### src/sv/fbv_pkg.sv
// Shared constants and control types for the frustum box visibility test.
`default_nettype none
package fbv_pkg;

  localparam int unsigned REG_WIDTH   = 64;
  localparam int unsigned CFG_IDX_W   = 2;
  localparam int unsigned PLANE_COUNT = 6;
  localparam int unsigned AXIS_COUNT  = 3;
  localparam int unsigned COORD_FRAC  = 4;
  localparam int unsigned MAT_FRAC    = 10;

  localparam logic [CFG_IDX_W-1:0] CFG_MATRIX_COL_0 = 2'd0;
  localparam logic [CFG_IDX_W-1:0] CFG_MATRIX_COL_1 = 2'd1;
  localparam logic [CFG_IDX_W-1:0] CFG_MATRIX_COL_2 = 2'd2;
  localparam logic [CFG_IDX_W-1:0] CFG_MATRIX_COL_3 = 2'd3;

  // Load strobe for the product stage
  typedef struct packed {
    logic ld_prod;
  } fbv_ctrl_t;

endpackage
`default_nettype wire

### src/sv/fbv_cfg_regs.sv
// Matrix registers and derivation of the six clip planes.
`default_nettype none
module fbv_cfg_regs #(
  parameter int unsigned MATRIX_WIDTH = 16
) (
  input  wire logic                            clk_i,
  input  wire logic                            rst_ni,
  input  wire logic                            cfg_we_i,
  input  wire logic [fbv_pkg::CFG_IDX_W-1:0]   cfg_idx_i,
  input  wire logic [fbv_pkg::REG_WIDTH-1:0]   cfg_wdata_i,
  output logic signed [MATRIX_WIDTH:0]         plane_n_o [fbv_pkg::PLANE_COUNT][fbv_pkg::AXIS_COUNT],
  output logic signed [MATRIX_WIDTH:0]         plane_d_o [fbv_pkg::PLANE_COUNT],
  output logic        [fbv_pkg::PLANE_COUNT-1:0] plane_skip_o
);
  import fbv_pkg::*;

  localparam int unsigned EXT_W = (4 * MATRIX_WIDTH > REG_WIDTH) ? 4 * MATRIX_WIDTH : REG_WIDTH;

  localparam logic [REG_WIDTH-1:0] RST_COL_0 = REG_WIDTH'(1) << MAT_FRAC;
  localparam logic [REG_WIDTH-1:0] RST_COL_1 =
    (MAT_FRAC + MATRIX_WIDTH < REG_WIDTH) ? REG_WIDTH'(1) << (MAT_FRAC + MATRIX_WIDTH) : '0;
  localparam logic [REG_WIDTH-1:0] RST_COL_2 =
    (MAT_FRAC + 2 * MATRIX_WIDTH < REG_WIDTH) ? REG_WIDTH'(1) << (MAT_FRAC + 2 * MATRIX_WIDTH) : '0;
  localparam logic [REG_WIDTH-1:0] RST_COL_3 =
    (MAT_FRAC + 3 * MATRIX_WIDTH < REG_WIDTH) ? REG_WIDTH'(1) << (MAT_FRAC + 3 * MATRIX_WIDTH) : '0;

  logic [REG_WIDTH-1:0] col_q [4];
  logic [EXT_W-1:0]     col_ext [4];
  logic signed [MATRIX_WIDTH-1:0] ent [4][4];   // [column][row]

  always_ff @(posedge clk_i or negedge rst_ni) begin
    if (!rst_ni) begin
      col_q[0] <= RST_COL_0;
      col_q[1] <= RST_COL_1;
      col_q[2] <= RST_COL_2;
      col_q[3] <= RST_COL_3;
    end else if (cfg_we_i) begin
      case (cfg_idx_i)
        CFG_MATRIX_COL_0: col_q[0] <= cfg_wdata_i;
        CFG_MATRIX_COL_1: col_q[1] <= cfg_wdata_i;
        CFG_MATRIX_COL_2: col_q[2] <= cfg_wdata_i;
        CFG_MATRIX_COL_3: col_q[3] <= cfg_wdata_i;
        default: ;
      endcase
    end
  end

  // Rows lying past bit 63 read as zero
  always_comb begin
    for (int c = 0; c < 4; c++) begin
      col_ext[c] = EXT_W'(col_q[c]);
      for (int r = 0; r < 4; r++) begin
        ent[c][r] = signed'(col_ext[c][r*MATRIX_WIDTH +: MATRIX_WIDTH]);
      end
    end
  end

  // Plane k: row 3 plus row k/2 for even k, minus for odd k
  always_comb begin
    for (int k = 0; k < PLANE_COUNT; k++) begin
      for (int c = 0; c < AXIS_COUNT; c++) begin
        if (k % 2 == 1) begin
          plane_n_o[k][c] = (MATRIX_WIDTH+1)'(ent[c][3]) - (MATRIX_WIDTH+1)'(ent[c][k/2]);
        end else begin
          plane_n_o[k][c] = (MATRIX_WIDTH+1)'(ent[c][3]) + (MATRIX_WIDTH+1)'(ent[c][k/2]);
        end
      end
      if (k % 2 == 1) begin
        plane_d_o[k] = (MATRIX_WIDTH+1)'(ent[3][3]) - (MATRIX_WIDTH+1)'(ent[3][k/2]);
      end else begin
        plane_d_o[k] = (MATRIX_WIDTH+1)'(ent[3][3]) + (MATRIX_WIDTH+1)'(ent[3][k/2]);
      end
      plane_skip_o[k] = (plane_n_o[k][0] == '0) && (plane_n_o[k][1] == '0)
                        && (plane_n_o[k][2] == '0);
    end
  end

endmodule
`default_nettype wire

### config.mk
export PLATFORM = sky130hd
export DESIGN_NAME = fbv_cfg_regs
export DESIGN_NICKNAME = d
export VERILOG_FILES = /design/src/sv/fbv_pkg.sv /design/src/sv/fbv_cfg_regs.sv
export SDC_FILE = /design/constraint.sdc
export NUM_CORES = 1
export LEC_CHECK = 0
export BUFFER_PORTS_ARGS = -buffer_cell sky130_fd_sc_hd__buf_4
export CAP_MARGIN = 40
export CORE_MARGIN = 5
export CORE_UTILIZATION = 45
export DETAILED_ROUTE_END_ITERATION = 12
export PLACE_DENSITY_LB_ADDON = 0.1
export SKIP_CTS_REPAIR_TIMING = 1
export SYNTH_ARGS = -nofsm -noshare
export SYNTH_HDL_FRONTEND = slang
export SYNTH_SLANG_ARGS = --single-unit
export TNS_END_PERCENT = 1
### constraint.sdc
create_clock -name clk_i -period 4.92 [get_ports clk_i]
set_clock_uncertainty 0.05 [all_clocks]
set_input_delay 0.492 -clock clk_i [delete_from_list [all_inputs] [get_ports clk_i]]
set_output_delay 0.492 -clock clk_i [all_outputs]
set_load 0.02 [all_outputs]
## Word-level counts from Yosys, hierarchy flattened

Index checks and enable logic that the tools add are counted.

| word-level totals | value |
|---|---|
| register bits | 256 |
| latch bits | 0 |
| memory bits (writable) | 0 |
| ROM bits | 0 |
| bits of input ports | 69 |
| output and inout port bits | 414 |
| logic and storage cells | 66 |
| memories | 0 |

| operators by class | value |
|---|---|
| $add $sub $neg | 24 |
| multipliers | 0 |
| divide/modulo/power cells | 0 |
| order comparisons | 0 |
| equal/unequal tests | 3 |
| shift-type cells | 0 |
| mux-type cells | 0 |
| bitwise operators | 0 |
| reduce and logical (&&, ||, !) cells | 35 |

Operator list:

| operator | number |
|---|---|
| zero test 17 bit | 18 |
| adder 16 x 16 -> 17 bit | 12 |
| subtractor 16 x 16 -> 17 bit | 12 |
| logical AND 1 bit | 12 |
| AND reduction 2 bit | 4 |
| == test 2 bit, second input constant | 2 |
| == test 2 x 1 -> 1 bit, second input constant | 1 |
| zero test 2 bit | 1 |

## Depth between registers and ports, before layout

| logic depth | value |
|---|---|
| word-level depth | 4 |
| gate-level depth with buffers | 13 |
| depth with buffers taken out | 13 |

## Worst setup path before layout

OpenSTA, ideal clock, no wires.

| timing path | value |
|---|---|
| path type | reg-to-output |
| start | register col_q (netlist bit col_ext[112]) |
| end | output plane_skip_o[0] in the netlist's numbering |
| arrival time | 4309 ps |
| data required time | 4378 ps |
| setup slack | 69 ps |
| cell stages (with the launch flop) | 13 |
| path buffers | 0 |
| cell sequence | dfrtp_1 > ha_1 > fa_1 > nor2b_1 > o311ai_1 > a221oi_1 > a21o_1 > a221oi_1 > xor2_1 > or4_1 > or4_1 > or4_1 > nor4_1 |

RTL lines:

| element | RTL line | RTL |
|---|---|---|
| from (decl) | fbv_cfg_regs.sv:27 | `logic [REG_WIDTH-1:0] col_q [4];` |
| to (decl) | fbv_cfg_regs.sv:13 | `output logic [fbv_pkg::PLANE_COUNT-1:0] plane_skip_o` |

## Worst setup path in the final report

| timing path | value |
|---|---|
| start | register col_q (netlist bit col_ext[112]) |
| end | output plane_skip_o[0] in the netlist's numbering |

| between the ends | value |
|---|---|
| word-level cells in the longest chain between the ends | 3 |

RTL lines:

| element | RTL line | RTL |
|---|---|---|
| adder 16 x 16 -> 17 bit | - |  |
| zero test 17 bit | fbv_cfg_regs.sv:74 | `&& (plane_n_o[k][2] == '0);` |
| logical AND 1 bit | fbv_cfg_regs.sv:74 |  |

No other way between the ends.

==> out/metrics.yaml <==
synth_area_leaders: "dfrtp_1 (23%), ha_1 (17%), mux2_2 (8.5%), xnor2_1 (7.1%), inv_1 (5.0%)"
clk_latency_ns: 0.56
ys_ff_latch: 256
fmax_mhz: 187
synth_ff_type: "dfrtp_1"
worst-endpoint-arrival_ns: 4.80
hpwlAfterDp_um: 100000
area_growth_pct: 24.0
ys_types: 84
track_usage_pct: 34.3
grt_max_degree: 119
drt-total-wl_um: 120000
overflow: 0
rr_endpoint: "col_ext[126]"
largest_register_ffs: 256
fp.dieW_um: 259
fin_nets: 4263
path_clk_slew_ns: 0.05
p_leak_nw: 16.5
hp-class: "in2async"
synth_area_sq_mm: 0.0279
drive_gt1_share_pct: 26.5
setup_ws_ns: -0.425
yosysTopAreaCellShare_pct: 22.6
synth_area_per_cell_sq_um: 8.56
synth_nets: 3740
violations: "hold timing, setup timing"
fin_crit_sh_pct: 109
path_cells: "ha_1 -> fa_1 -> nor2b_1 -> o311ai_2 -> a221oi_2 -> a21o_1 -> a221oi_2 -> xor2_1 -> or4_1 -> or4_1 -> or4_1 -> nor4_2 -> buf_4"
start_util_pct: 45.3
worst_setup_path_end_kind: "primary output"
path_common_cell: "or4_1"
drt-pass1-iter-count: 6
start_kind: "flop"
path_buf_inv: 1
cts.sinks: 256
finalSetupViolCount: 5
htreeDepth: 2
cpMaxStageDelayCell: "or4_1"
tritoncts: "done"
synth.most_common_cell: "ha_1"
clock_path_buffers: 3
power_mw: 24.8
drv_slew: 0
final.fill_count: 5608
crit_family: "simple AND/OR/NAND/NOR gates"
drt_first_iter_violations: 2627
routed_via_density: 5.82
worstPathRequired_ns: 4.38
relSlewSlack_pct: 31.8
fp.dieH_um: 259
pwr-share-seq_pct: 12.5
std_cell_rows: 91
ioPinCount: 483
synth_warnings: 0
synth_edf_count: 0
grt_pass1_wl_um: 174000
p_switching_mw: 13.2
routedWlPerCell_um: 25.9
yosys-top-cells-count: "ha_1 (384), inv_1 (370), dfrtp_1 (252)"
timing.hold.ws_ns: -0.0968
yosysSeqAreaShare_pct: 23.0
rsz0062_at_grt: "true"
regToRegStartpoint: "col_ext[126]"
final_core_util_pct: 56.2
vdd_ir_drop_max_mv: 0.645
drc: 0
antenna_found_initial: 9
dieArea_sq_mm: 0.0671
pre_cts_ws_ns: -0.117
design.core.area_sq_mm: 0.0616
gp_congestion: 1.01
pwr_density_cell_mw_per_mm2: 715
synth_top_area_cell: "dfrtp_1"
num_vias: 27000
clkPwrFrac_pct: 11.1
status: "finished with violations"
port_buffers: 482
cts-root-buf: "clkbuf_16"
synthArstFlopShare_pct: 100
path_max_fanout: 4
drv_cap: 0
r2r_slack_ns: 3.60
hold_viol_final: 27
slowest_delay_ns: 0.54
cts_made_buffers: 35
final_antenna_net_count: 0
combPwrFrac_pct: 76.4
crit_type: "reg2out"
synthCells: 3263
intPower_mw: 11.6
min_period_ns: 5.34
worst_pin_slew_ns: 1.02
grt_pass1_vias: 26500
worstRegToRegCells: 2
switching_share_pct: 53.3
[routing by layer]
metal	part of all wire (%)	track usage, %
met4	5.0	14.0
met1	42	45.4
met2	45	55.9
met3	8.0	5.68
met5	0.018	0
[power groups by stage]
| stage | Clock (mW) | Sequential, mW | Combinational, mW |
|---|---|---|---|
| 6_report | 2.76 | 3.09 | 18.9 |
| 5_1_grt | 2.87 | 3.13 | 20.0 |
| 2_1_floorplan | 0 | 2.87 | 10.8 |
| 3_3_place_gp | 0 | 3.08 | 18.5 |
| 3_5_place_dp | 0 | 3.11 | 18.5 |
| 4_1_cts | 2.80 | 3.07 | 18.6 |
[cell usage in the layout (no fill, tap or decap), types with 28 or more instances in the layout]
master     instances
buf_4            619
ha_1             379
inv_1            369
nor2_1           239
dfrtp_1          239
xnor2_1          227
mux2_2           210
a21oi_1          200
o21ai_0          136
nand2_1          132
nor3_1            98
nand2b_1          65
xor2_1            65
nor2b_1           54
nand3_1           48
o21bai_1          46
a21o_1            39
clkbuf_16         36
and3_1            32
nor4_1            29
or3_1             28
[cell families (layout without fill, tap and decap cells)]
| kind of cell | after synthesis | after routing | synth area share, % |
|---|---|---|---|
| other cells | 0 | 3 | 0 |
| mux | 213 | 213 | 8.58 |
| fa+ha+maj | 408 | 408 | 18.9 |
| flops | 256 | 256 | 23.0 |
| buf+inv | 509 | 1055 | 7.11 |
| simple gates | 865 | 865 | 16.0 |
| xor+xnor | 292 | 292 | 9.16 |
| compound gates | 720 | 720 | 17.2 |
[how the worst max path moves through the flow]
stage	start	to	cells past startpoint
3_3_place_gp	col_ext[112]	plane_skip_o[2]	16
6_report	col_ext[112]	plane_skip_o[0]	13
2_1_floorplan	col_ext[112]	plane_skip_o[0]	12
5_1_grt	col_ext[112]	plane_skip_o[0]	13
4_1_cts	col_ext[112]	plane_skip_o[2]	16
3_5_place_dp	col_ext[112]	plane_skip_o[2]	16
[metrics by stage]
stage	hold WS (ns)	std cells	area, sq um	TNS [ns]
floorplan	0.146	3263	27900	0
global placement	0.452	4582	33100	-0.140
detailed placement	0.478	4584	33100	-0.117
CTS	-0.00225	4644	34300	-3.01
global route	0.0129	4647	34600	-2.19
finish	-0.0968	4649	34600	-1.40
[area by class of cell]
class	instances	area, sq um	area share (%)
well taps	837	1050	3.02
flip-flops and latches	256	6430	18.6
diodes	3	7.51	0.0217
clock buffers	44	1000	2.89
inverters	370	1390	4.01
multi-input cells	2498	19800	57.2
clock inverters	16	215	0.621
repair buffers	625	4750	13.7
(Power assumes the default switching activity.)
